<file path="src/design/nrp_pkg.sv">
// Shared types, constants and helper functions of the RMC position parser.
package nrp_pkg;

    // Sentence buffer and coordinate format
    localparam int MAX_SENTENCE    = 256;
    localparam int LEN_W           = $clog2(MAX_SENTENCE);
    localparam int FRACTION_DIGITS = 5;
    localparam int FRAC_SCALE      = 10 ** FRACTION_DIGITS;
    localparam int FRAC_W          = $clog2(FRAC_SCALE);
    localparam int INT_W           = 17;
    localparam int DEG_W           = 10;
    localparam int MIN_W           = 7;
    localparam int COORD_W         = 35;

    localparam logic [LEN_W-1:0] MAX_KEEP     = LEN_W'(MAX_SENTENCE - 1);
    localparam logic [INT_W-1:0] INT_LIMIT    = INT_W'(99999);
    localparam logic [2:0]       FRAC_CNT_MAX = 3'(FRACTION_DIGITS);

    // Fixed point scaling: degrees * 10^7
    localparam longint unsigned SCALE   = 64'd10_000_000;
    // minutes * 10^F scaled up so that one divide by 60 gives degrees * 10^7
    localparam longint unsigned MIN_NUM = 64'd10 ** (7 - FRACTION_DIGITS);
    localparam int M_W  = 30;
    localparam int Q_W  = 25;
    localparam int DEGS_W = 34;

    // Integer part / 100 by reciprocal (underestimates by at most one)
    localparam int              DIV100_SHIFT = 19;
    localparam longint unsigned DIV100_RECIP = 64'd5242;
    // x / 60 by reciprocal, exact for x below 2^30
    localparam int              DIV60_SHIFT  = 36;
    localparam longint unsigned DIV60_RECIP  = ((64'd1 << DIV60_SHIFT) + 64'd59) / 64'd60;

    // Conversion pipeline depth inside nrp_coord_convert
    localparam int CONV_STAGES = 6;

    // ASCII codes
    localparam logic [7:0] CH_NUL    = 8'h00;
    localparam logic [7:0] CH_NL     = 8'h0A;
    localparam logic [7:0] CH_DOLLAR = 8'h24;
    localparam logic [7:0] CH_STAR   = 8'h2A;
    localparam logic [7:0] CH_COMMA  = 8'h2C;
    localparam logic [7:0] CH_DOT    = 8'h2E;
    localparam logic [7:0] CH_0      = 8'h30;
    localparam logic [7:0] CH_9      = 8'h39;
    localparam logic [7:0] CH_A      = 8'h41;
    localparam logic [7:0] CH_C      = 8'h43;
    localparam logic [7:0] CH_G      = 8'h47;
    localparam logic [7:0] CH_M      = 8'h4D;
    localparam logic [7:0] CH_N      = 8'h4E;
    localparam logic [7:0] CH_P      = 8'h50;
    localparam logic [7:0] CH_R      = 8'h52;
    localparam logic [7:0] CH_S      = 8'h53;
    localparam logic [7:0] CH_W      = 8'h57;

    // Sentence status codes
    typedef enum logic [2:0] {
        ST_NOT_RMC    = 3'd0,
        ST_FEW_FIELDS = 3'd1,
        ST_NO_FIX     = 3'd2,
        ST_SHORT      = 3'd3,
        ST_FIX        = 3'd4
    } status_t;

    // Running state of one coordinate field
    // digits: bit4 number ended, bit3 past the point, bits2:0 fraction digits kept
    typedef struct packed {
        logic [INT_W-1:0]  int_part;
        logic [FRAC_W-1:0] frac;
        logic [4:0]        digits;
        logic [LEN_W-1:0]  len;
        logic              neg;
    } coord_state_t;

    // Coordinate handed to the converter
    typedef struct packed {
        logic [INT_W-1:0]  ip;
        logic [FRAC_W-1:0] fp;
        logic [2:0]        cnt;
        logic              neg;
    } coord_in_t;

    // One finished sentence
    typedef struct packed {
        status_t   status;
        coord_in_t lat;
        coord_in_t lon;
    } snap_t;

    // Powers of ten for fraction alignment
    function automatic logic [FRAC_W-1:0] pow10(input logic [2:0] idx);
        logic [23:0] p;
        unique case (idx)
            3'd0:    p = 24'd1;
            3'd1:    p = 24'd10;
            3'd2:    p = 24'd100;
            3'd3:    p = 24'd1000;
            3'd4:    p = 24'd10000;
            3'd5:    p = 24'd100000;
            3'd6:    p = 24'd1000000;
            default: p = 24'd10000000;
        endcase
        return FRAC_W'(p);
    endfunction

    // Header character at a position, GP or GN talker
    function automatic logic [7:0] hdr_char(input logic [2:0] idx, input logic gn);
        logic [7:0] ch;
        unique case (idx)
            3'd0:    ch = CH_DOLLAR;
            3'd1:    ch = CH_G;
            3'd2:    ch = gn ? CH_N : CH_P;
            3'd3:    ch = CH_R;
            3'd4:    ch = CH_M;
            default: ch = CH_C;
        endcase
        return ch;
    endfunction

    // One character of a DDDMM.MMMMM field
    function automatic coord_state_t coord_step(input coord_state_t s, input logic [7:0] c);
        coord_state_t r;
        logic [3:0]   d;
        logic [20:0]  v;
        logic [23:0]  f;
        r = s;
        d = c[3:0];
        v = 21'(s.int_part) * 21'd10 + 21'(d);
        f = 24'(s.frac) * 24'd10 + 24'(d);
        r.len = s.len + LEN_W'(1);
        if (!s.digits[4]) begin
            if (c >= CH_0 && c <= CH_9) begin
                if (s.digits[3]) begin
                    if (s.digits[2:0] < FRAC_CNT_MAX) begin
                        r.frac   = FRAC_W'(f);
                        r.digits = {2'b01, s.digits[2:0] + 3'd1};
                    end
                end else begin
                    r.int_part = (v > 21'(INT_LIMIT)) ? INT_LIMIT : v[INT_W-1:0];
                end
            end else if (c == CH_DOT && !s.digits[3]) begin
                r.digits = 5'b01000;
            end else begin
                r.digits[4] = 1'b1;
            end
        end
        return r;
    endfunction

endpackage

</file>
<file path="src/design/nrp_if.sv">
// Handshake channel interfaces: received byte stream and sentence results.
interface nrp_byte_if ();
    logic       valid;
    logic       ready;
    logic [7:0] rx_byte;

    modport source (output valid, output rx_byte, input ready);
    modport sink   (input valid, input rx_byte, output ready);
endinterface

interface nrp_result_if import nrp_pkg::*; ();
    logic                      valid;
    logic                      ready;
    logic [2:0]                sentence_status;
    logic signed [COORD_W-1:0] latitude;
    logic signed [COORD_W-1:0] longitude;
    logic                      fix_valid;

    modport source (output valid, output sentence_status, output latitude,
                    output longitude, output fix_valid, input ready);
    modport sink   (input valid, input sentence_status, input latitude,
                    input longitude, input fix_valid, output ready);
endinterface

</file>
<file path="src/design/nrp_sentence_parser.sv">
// Per-byte sentence parser: header match, field split, coordinate digit capture.
module nrp_sentence_parser import nrp_pkg::*; (
    input  logic       clk,
    input  logic       rst_n,
    input  logic       en,
    input  logic       accept,
    input  logic [7:0] rx_byte,
    output logic       snap_valid,
    output snap_t      snap
);

    localparam logic [3:0] FIELD_STATUS   = 4'd2;
    localparam logic [3:0] FIELD_LAT      = 4'd3;
    localparam logic [3:0] FIELD_LAT_HEMI = 4'd4;
    localparam logic [3:0] FIELD_LON      = 4'd5;
    localparam logic [3:0] FIELD_LON_HEMI = 4'd6;
    localparam logic [3:0] FIELD_MIN      = 4'd6;
    localparam logic [3:0] FIELD_SAT      = 4'd12;
    localparam logic [LEN_W-1:0] HDR_LEN  = LEN_W'(6);
    localparam logic [LEN_W-1:0] MIN_COORD_LEN = LEN_W'(4);

    typedef struct packed {
        logic [LEN_W-1:0] length;
        logic [1:0]       hdr;
        logic [3:0]       field;
        logic             ck_seen;
        logic             empty;
        logic [7:0]       status_ch;
        coord_state_t     lat;
        coord_state_t     lon;
    } parse_state_t;

    localparam parse_state_t CLEAR_STATE = '{
        length: '0, hdr: 2'b11, field: '0, ck_seen: 1'b0, empty: 1'b1,
        status_ch: '0, lat: '0, lon: '0
    };

    parse_state_t state_reg, state_next;
    parse_state_t base, upd;
    status_t      status;
    logic         newline;
    logic         snap_valid_reg;
    snap_t        snap_reg;

    assign newline = (rx_byte == CH_NL);

    // Byte update of the sentence state
    always_comb
    begin
        base = (rx_byte == CH_DOLLAR) ? CLEAR_STATE : state_reg;
        upd  = base;
        if (base.length < MAX_KEEP)
        begin
            if (base.length < HDR_LEN)
            begin
                if (rx_byte != hdr_char(base.length[2:0], 1'b0)) upd.hdr[0] = 1'b0;
                if (rx_byte != hdr_char(base.length[2:0], 1'b1)) upd.hdr[1] = 1'b0;
            end
            if (!base.ck_seen)
            begin
                if (rx_byte == CH_NUL || rx_byte == CH_STAR)
                begin
                    upd.ck_seen = 1'b1;
                end
                else if (rx_byte == CH_COMMA && base.field < FIELD_SAT)
                begin
                    upd.field = base.field + 4'd1;
                    upd.empty = 1'b1;
                end
                else
                begin
                    unique case (base.field)
                        FIELD_STATUS:   if (base.empty) upd.status_ch = rx_byte;
                        FIELD_LAT:      upd.lat = coord_step(base.lat, rx_byte);
                        FIELD_LAT_HEMI: if (base.empty) upd.lat.neg = (rx_byte == CH_S);
                        FIELD_LON:      upd.lon = coord_step(base.lon, rx_byte);
                        FIELD_LON_HEMI: if (base.empty) upd.lon.neg = (rx_byte == CH_W);
                        default:        ;
                    endcase
                    upd.empty = 1'b0;
                end
            end
            upd.length = base.length + LEN_W'(1);
        end
        state_next = newline ? CLEAR_STATE : upd;
    end

    // Sentence verdict at the newline
    always_comb
    begin
        priority if (upd.length < HDR_LEN || upd.hdr == 2'b00)
            status = ST_NOT_RMC;
        else if (upd.field < FIELD_MIN)
            status = ST_FEW_FIELDS;
        else if (upd.status_ch != CH_A)
            status = ST_NO_FIX;
        else if (upd.lat.len < MIN_COORD_LEN || upd.lon.len < MIN_COORD_LEN)
            status = ST_SHORT;
        else
            status = ST_FIX;
    end

    // Sentence state
    always_ff @(posedge clk or negedge rst_n)
    begin
        if (!rst_n)
        begin
            state_reg      <= CLEAR_STATE;
            snap_valid_reg <= 1'b0;
        end
        else if (en)
        begin
            if (accept) state_reg <= state_next;
            snap_valid_reg <= accept && newline;
        end
    end

    // Snapshot of the finished sentence
    always_ff @(posedge clk)
    begin
        if (en)
        begin
            snap_reg.status  <= status;
            snap_reg.lat.ip  <= upd.lat.int_part;
            snap_reg.lat.fp  <= upd.lat.frac;
            snap_reg.lat.cnt <= upd.lat.digits[2:0];
            snap_reg.lat.neg <= upd.lat.neg;
            snap_reg.lon.ip  <= upd.lon.int_part;
            snap_reg.lon.fp  <= upd.lon.frac;
            snap_reg.lon.cnt <= upd.lon.digits[2:0];
            snap_reg.lon.neg <= upd.lon.neg;
        end
    end

    assign snap_valid = snap_valid_reg;
    assign snap       = snap_reg;

endmodule

</file>
<file path="src/design/nrp_coord_convert.sv">
// Pipelined DDDMM.MMMMM to signed degrees * 10^7 conversion, one coordinate.
module nrp_coord_convert import nrp_pkg::*; (
    input  logic                      clk,
    input  logic                      en,
    input  coord_in_t                 coord,
    output logic signed [COORD_W-1:0] value
);

    logic [INT_W-1:0]   ip1_reg;
    logic [DEG_W-1:0]   qe1_reg;
    logic [FRAC_W-1:0]  fs1_reg, fs2_reg;
    logic               neg1_reg, neg2_reg, neg3_reg, neg4_reg, neg5_reg;
    logic [DEG_W-1:0]   deg2_reg;
    logic [MIN_W-1:0]   min2_reg;
    logic [M_W-1:0]     m3_reg, x4_reg;
    logic [DEGS_W-1:0]  degs3_reg, degs4_reg, degs5_reg;
    logic [Q_W-1:0]     q5_reg;
    logic [COORD_W-1:0] value_reg;

    logic [INT_W+13:0]     div_prod;
    logic [2*FRAC_W-1:0]   frac_prod;
    logic [INT_W:0]        rem_w;
    logic [2*M_W:0]        q_prod;
    logic [COORD_W-1:0]    sum;

    always_comb
    begin
        div_prod  = (INT_W+14)'(coord.ip) * (INT_W+14)'(DIV100_RECIP);
        frac_prod = (2*FRAC_W)'(coord.fp) * (2*FRAC_W)'(pow10(FRAC_CNT_MAX - coord.cnt));
        rem_w     = (INT_W+1)'(ip1_reg) - (INT_W+1)'(qe1_reg) * (INT_W+1)'(100);
        q_prod    = (2*M_W+1)'(x4_reg) * (2*M_W+1)'(DIV60_RECIP);
        sum       = COORD_W'(degs5_reg) + COORD_W'(q5_reg);
    end

    always_ff @(posedge clk)
    begin
        if (en)
        begin
            // Degree estimate and fraction aligned to a fixed digit count
            ip1_reg  <= coord.ip;
            qe1_reg  <= DEG_W'(div_prod >> DIV100_SHIFT);
            fs1_reg  <= FRAC_W'(frac_prod);
            neg1_reg <= coord.neg;
            // Correct the degree estimate, split off whole minutes
            if (rem_w >= (INT_W+1)'(100))
            begin
                deg2_reg <= qe1_reg + DEG_W'(1);
                min2_reg <= MIN_W'(rem_w - (INT_W+1)'(100));
            end
            else
            begin
                deg2_reg <= qe1_reg;
                min2_reg <= MIN_W'(rem_w);
            end
            fs2_reg  <= fs1_reg;
            neg2_reg <= neg1_reg;
            // Minutes in fraction units, degrees scaled
            m3_reg    <= M_W'(min2_reg) * M_W'(FRAC_SCALE) + M_W'(fs2_reg);
            degs3_reg <= DEGS_W'(deg2_reg) * DEGS_W'(SCALE);
            neg3_reg  <= neg2_reg;
            // Bring minutes to 10^7 / 60 units
            x4_reg    <= m3_reg * M_W'(MIN_NUM);
            degs4_reg <= degs3_reg;
            neg4_reg  <= neg3_reg;
            // Divide by 60
            q5_reg    <= Q_W'(q_prod >> DIV60_SHIFT);
            degs5_reg <= degs4_reg;
            neg5_reg  <= neg4_reg;
            // Sum and apply hemisphere sign
            value_reg <= neg5_reg ? (COORD_W'(0) - sum) : sum;
        end
    end

    assign value = value_reg;

endmodule

</file>
<file path="src/design/nmea_rmc_position_parser_top.sv">
// Top level of the NMEA RMC position parser: byte input, result output.
// Takes one received byte per cycle while not stalled; the input may have gaps.
// Every newline byte yields one result transaction carrying the sentence status,
// the stored latitude and longitude (signed degrees * 10^7) and the fix flag;
// other bytes yield nothing. A result passes through the parser snapshot
// register, the six-stage coordinate conversion pipeline and the output
// register. The pipeline stalls, and the byte input with it, only when a
// finished result reaches the last conversion stage while the output register
// still holds one that is not being taken, so bytes keep flowing while a single
// result waits.
module nmea_rmc_position_parser_top import nrp_pkg::*; (
    input  logic                clk,
    input  logic                rst_n,
    nrp_byte_if.sink            rx,
    nrp_result_if.source        report
);

    logic                      en;
    logic                      accept;
    logic                      out_load;
    logic                      snap_valid;
    snap_t                     snap;
    logic signed [COORD_W-1:0] lat_value, lon_value;

    logic                      v_pipe_reg  [CONV_STAGES];
    status_t                   st_pipe_reg [CONV_STAGES];

    logic signed [COORD_W-1:0] stored_lat_reg, stored_lat_next;
    logic signed [COORD_W-1:0] stored_lon_reg, stored_lon_next;
    logic                      fix_reg, fix_next;

    logic                      out_valid_reg;
    status_t                   out_status_reg;
    logic signed [COORD_W-1:0] out_lat_reg, out_lon_reg;
    logic                      out_fix_reg;

    // Pipeline advance: hold only when a finished result cannot move on
    assign en       = !v_pipe_reg[CONV_STAGES-1] || !out_valid_reg || report.ready;
    assign out_load = en && v_pipe_reg[CONV_STAGES-1];
    assign accept   = rx.valid && en;
    assign rx.ready = en;

    nrp_sentence_parser u_parser (
        .clk        (clk),
        .rst_n      (rst_n),
        .en         (en),
        .accept     (accept),
        .rx_byte    (rx.rx_byte),
        .snap_valid (snap_valid),
        .snap       (snap)
    );

    nrp_coord_convert u_lat_conv (
        .clk   (clk),
        .en    (en),
        .coord (snap.lat),
        .value (lat_value)
    );

    nrp_coord_convert u_lon_conv (
        .clk   (clk),
        .en    (en),
        .coord (snap.lon),
        .value (lon_value)
    );

    // Status travels alongside the conversion
    always_ff @(posedge clk or negedge rst_n)
    begin
        if (!rst_n)
        begin
            for (int i = 0; i < CONV_STAGES; i++) v_pipe_reg[i] <= 1'b0;
        end
        else if (en)
        begin
            v_pipe_reg[0] <= snap_valid;
            for (int i = 1; i < CONV_STAGES; i++) v_pipe_reg[i] <= v_pipe_reg[i-1];
        end
    end

    always_ff @(posedge clk)
    begin
        if (en)
        begin
            st_pipe_reg[0] <= snap.status;
            for (int i = 1; i < CONV_STAGES; i++) st_pipe_reg[i] <= st_pipe_reg[i-1];
        end
    end

    // Stored position and fix flag update
    always_comb
    begin
        stored_lat_next = stored_lat_reg;
        stored_lon_next = stored_lon_reg;
        fix_next        = fix_reg;
        if (v_pipe_reg[CONV_STAGES-1])
        begin
            if (st_pipe_reg[CONV_STAGES-1] == ST_FIX)
            begin
                stored_lat_next = lat_value;
                stored_lon_next = lon_value;
                fix_next        = 1'b1;
            end
            else if (st_pipe_reg[CONV_STAGES-1] == ST_NO_FIX)
            begin
                fix_next = 1'b0;
            end
        end
    end

    always_ff @(posedge clk or negedge rst_n)
    begin
        if (!rst_n)
        begin
            stored_lat_reg <= '0;
            stored_lon_reg <= '0;
            fix_reg        <= 1'b0;
            out_valid_reg  <= 1'b0;
        end
        else
        begin
            if (en)
            begin
                stored_lat_reg <= stored_lat_next;
                stored_lon_reg <= stored_lon_next;
                fix_reg        <= fix_next;
            end
            if (out_load)
                out_valid_reg <= 1'b1;
            else if (report.ready)
                out_valid_reg <= 1'b0;
        end
    end

    // Result register
    always_ff @(posedge clk)
    begin
        if (out_load)
        begin
            out_status_reg <= st_pipe_reg[CONV_STAGES-1];
            out_lat_reg    <= stored_lat_next;
            out_lon_reg    <= stored_lon_next;
            out_fix_reg    <= fix_next;
        end
    end

    assign report.valid           = out_valid_reg;
    assign report.sentence_status = out_status_reg;
    assign report.latitude        = out_lat_reg;
    assign report.longitude       = out_lon_reg;
    assign report.fix_valid       = out_fix_reg;

endmodule
</file>
<file path="src/flat_wrapper.sv">
// flat-port wrapper written by rule: the top's interface ports become plain ports
module nmea_rmc_position_parser_top_flat import nrp_pkg::*;
  (clk, rst_n, rx_valid, rx_rx_byte, rx_ready, report_valid, report_sentence_status, report_latitude, report_longitude, report_fix_valid, report_ready);
  nrp_byte_if rx_i ();
  nrp_result_if report_i ();
  input  logic clk;
  input  logic rst_n;
  input wire logic [$bits(rx_i.valid)-1:0] rx_valid;
  input wire logic [$bits(rx_i.rx_byte)-1:0] rx_rx_byte;
  output wire logic [$bits(rx_i.ready)-1:0] rx_ready;
  output wire logic [$bits(report_i.valid)-1:0] report_valid;
  output wire logic [$bits(report_i.sentence_status)-1:0] report_sentence_status;
  output wire logic [$bits(report_i.latitude)-1:0] report_latitude;
  output wire logic [$bits(report_i.longitude)-1:0] report_longitude;
  output wire logic [$bits(report_i.fix_valid)-1:0] report_fix_valid;
  input wire logic [$bits(report_i.ready)-1:0] report_ready;
  assign rx_i.valid = rx_valid;
  assign rx_i.rx_byte = rx_rx_byte;
  assign rx_ready = rx_i.ready;
  assign report_valid = report_i.valid;
  assign report_sentence_status = report_i.sentence_status;
  assign report_latitude = report_i.latitude;
  assign report_longitude = report_i.longitude;
  assign report_fix_valid = report_i.fix_valid;
  assign report_i.ready = report_ready;
  nmea_rmc_position_parser_top u_core (.clk(clk), .rst_n(rst_n), .rx(rx_i), .report(report_i));
endmodule
</file>
<file path="config.mk">
export PLATFORM = sky130hd
export DESIGN_NAME = nmea_rmc_position_parser_top_flat
export DESIGN_NICKNAME = d
export VERILOG_FILES = /design/src/design/nrp_pkg.sv /design/src/design/nrp_if.sv /design/src/design/nrp_sentence_parser.sv /design/src/design/nrp_coord_convert.sv /design/src/design/nmea_rmc_position_parser_top.sv /design/src/flat_wrapper.sv
export SDC_FILE = /design/constraint.sdc
export NUM_CORES = 2
export LEC_CHECK = 0
export BUFFER_PORTS_ARGS = -buffer_cell sky130_fd_sc_hd__buf_2
export CAP_MARGIN = 20
export CORE_MARGIN = 4
export CORE_UTILIZATION = 60
export DETAILED_ROUTE_END_ITERATION = 8
export PLACE_DENSITY_LB_ADDON = 0.25
export SYNTH_ARGS = -nofsm -noshare
export SYNTH_HDL_FRONTEND = slang
export SYNTH_HIERARCHICAL = 1
export SYNTH_SLANG_ARGS = --single-unit
</file>
<file path="constraint.sdc">
create_clock -name clk -period 28.7 [get_ports clk]
set_clock_uncertainty 0.15 [all_clocks]
set_input_delay 1.435 -clock clk [delete_from_list [all_inputs] [get_ports clk]]
set_output_delay 1.435 -clock clk [all_outputs]
set_load 0.005 [all_outputs]
</file>
==> out/results.tsv <==
metric	value	unit
outcome	finished clean	
worst_slew_pin_slew	1.13	ns
antenna_left	0	
area_growth_syn_to_layout	6.60	%
criticalPathCategory	reg2reg	
start_kind	register	
num_rows	141	
drc	0	
crit_fanout	16	
ys_top_cells_by_count	inv_1, ha_1, edfxtp_1, fa_1, nand2_1	
fill_cells	11405	
wl_per_cell	17.4	µm
vias	60186	
io_pins	88	
grt_pass1_vias	62764	
ys_seq_area_share	29.9	%
gp_congestion	0.910	
yosysMostFrequentCell	inv_1	
cts_made_buffers	101	
synth_flop_cell	edfxtp_1	
max_freq	128	MHz
cts_tree	yes	
drtIter0Drc	3535	
ys_warn_count	6	
postCtsSetupBuffers	0	
synth_cells	8496	
syn_avg_cell_area	10.5	µm²
nNetsFinal	10680	
leakagePower	49.2	nW
dieWidth	394	µm
drive_gt1_share	6.39	%
numPortBuffers	87	
final.setup.tns	0	ns
antenna_found_initial	1	
arrival	8.11	ns
hold_class	reg2reg	
fin_ws	20.88	ns
crit_slowest_cell	a21boi_0	
fp.dieH	394	µm
power_density	102	nW/µm²
ir_worst_vdd	0.290	mV
endpoint_kind	register	
yosys.cell_types.count	125	
cp_cell_sequence	clkinv_1, ha_1, nor2_1, a21boi_0, nor2b_1, fa_1, fa_1, ha_1, fa_1, inv_1, fa_1, fa_1, inv_1, ha_1, o21ai_0, nand2b_1, a21o_1, a21oi_1, o21ai_0, o41ai_1, xnor2_1	
initial_core_util	60.5	%
path_clk_slew	0.06	ns
final-setup-viol-count	0	
die_area	155000	µm²
ctsLongestPathBuffers	3	
clk_latency	0.73	ns
crit_required	28.99	ns
dpl.hpwl	145000	µm
synthesis.area	89500	µm²
coreArea	148000	µm²
path_common_cell	fa_1	
synth_edf_count	725	
holdWs	0.246	ns
track_usage	23.9	%
report.final.slew_viol_count	0	
max_stage_delay	0.92	ns
cap_violations	0	
cts.sinks	924	
synth-async-reset-ratio	21.5	%
grt_max_degree	179	
relSlewSlack	24.5	%
grt_pass1_wl	309000	µm
largest_reg_flops	120	
ctsHoldBuffers	0	
rsz0062_at_grt	no	
pre_cts_slack	20.95	ns
ctsResizeCount	0	
timing.final.crit_share	27.3	%
yosysTopAreaCellShare	24.3	%
wirelength	184000	µm
cts_max_level	3	
synthesis.nets	10629	
synth_top_cell_by_area	edfxtp_1	
overflow	0	
vias_per_cell	5.70	
layout_min_cycle_time	7.82	ns
drt_pass1_iterations	5	
synthTopCellsByArea	edfxtp_1, ha_1, fa_1	
clockRootBuffer	clkbuf_16	
hold_viol	0	
ys_seq_elements	924	
==> worst paths after layout <==
kind                       slack (ns)                                   endpoint  cells past startpoint                               start
setup / recovery                20.88    u_core/u_lon_conv/fs1_reg[16]$_DFFE_PP_                     21   u_core/u_parser/snap[2]$_DFFE_PP_
hold / removal                   0.25         u_core/st_pipe_reg[2][2]$_DFFE_PN_                      0  u_core/st_pipe_reg[1][2]$_DFFE_PN_
setup reg to reg                20.88    u_core/u_lon_conv/fs1_reg[16]$_DFFE_PP_                     21   u_core/u_parser/snap[2]$_DFFE_PP_
hold reg to reg                  0.25         u_core/st_pipe_reg[2][2]$_DFFE_PN_                      0  u_core/st_pipe_reg[1][2]$_DFFE_PN_
max in group asynchronous       25.55  u_core/u_parser/state_reg[24]$_DFFE_PN0P_                      3                               rst_n
min in group asynchronous        0.59      u_core/stored_lon_reg[16]$_DFFE_PN0N_                      1                               rst_n
==> through the flow <==
stage                     cells  power (mW)  utilization (%)  area [µm²]
after global routing      10564        10.8             64.5       95400
after global placement    10368        8.10             62.0       91800
after CTS                 10558        9.81             64.4       95300
final                     10565        9.74             64.5       95400
after floorplan            8496        6.89                -       89500
after detailed placement  10368        8.36             62.0       91800
==> kinds of logic (layout without fill, tap and decap cells) <==
kind of cell | Yosys count | count (layout) | share of synthesized area (%)
AO/OA/AOI/OAI | 1333 | 1333 | 10.1
other | 0 | 1 | 0
AND/OR/NAND/NOR | 1687 | 1687 | 9.51
flip-flops | 924 | 924 | 29.9
multiplexers | 171 | 171 | 2.42
buffers and inverters | 1709 | 1847 | 7.33
XOR/XNOR | 551 | 551 | 5.41
adder cells (fa/ha/maj) | 2121 | 2121 | 35.3
==> area by class of cell <==
class	count	area, µm²	share of cell area (%)
diodes	1	2.50	0.00262
clock buffers	124	2690	2.81
clock inverters	66	823	0.863
inverters	1537	5770	6.05
multi-input cells	5863	56200	58.9
flip-flops and latches	924	26800	28.0
well taps	1930	2410	2.53
repair buffers	120	741	0.776
==> power breakdown <==
part           internal, mW  total, mW  switching (mW)
sequential             1.82       1.92           0.105
clock                 0.786       1.35           0.568
combinational          2.82       6.46            3.65
==> worst max-delay path: cells and delay by family, from the launching register on <==
| family | cells | cell delay [ns] |
|---|---|---|
| fa+ha+maj | 8 | 3.79 |
| buf+inv | 3 | 0.44 |
| xor+xnor | 1 | 0.11 |
| flops | 1 | 0.62 |
| simple gates | 3 | 0.47 |
| compound gates | 6 | 1.99 |
==> cell usage in the layout (no fill, tap or decap), types with 41 or more instances in the layout <==
| master | netlist | final |
|---|---|---|
| inv_1 | 1536 | 1536 |
| ha_1 | 1443 | 1443 |
| edfxtp_1 | 725 | 725 |
| fa_1 | 678 | 678 |
| nand2_1 | 534 | 532 |
| xnor2_1 | 389 | 389 |
| a21oi_1 | 305 | 305 |
| nor2_1 | 290 | 289 |
| o21ai_0 | 269 | 269 |
| dfrtp_1 | 196 | 196 |
| xor2_1 | 160 | 160 |
| and2_1 | 154 | 153 |
| nand3_1 | 135 | 134 |
| a21o_1 | 108 | 108 |
| clkbuf_16 | 0 | 102 |
| nor3_1 | 99 | 99 |
| buf_2 | 24 | 86 |
| mux2_2 | 84 | 84 |
| and3_1 | 83 | 83 |
| nor2b_1 | 77 | 77 |
| mux2_4 | 69 | 69 |
| nand2b_1 | 60 | 60 |
| o31ai_1 | 55 | 55 |
| a31oi_1 | 54 | 54 |
| a211oi_1 | 52 | 52 |
| o21a_1 | 50 | 50 |
| a22o_1 | 49 | 49 |
| nand4_1 | 46 | 46 |
| or3_1 | 45 | 45 |
| o21bai_1 | 41 | 41 |
==> layer usage <==
metal / wire, µm / vias to the layer above / GRT usage, %
li1: - / 29155 / -
met3: 7630 / 289 / 2.83
met5: 0 / - / 0
met1: 81700 / 29423 / 31.7
met2: 90000 / 1319 / 41.6
met4: 4370 / 0 / 6.42
No activity file was read; power rests on OpenSTA's default activity.
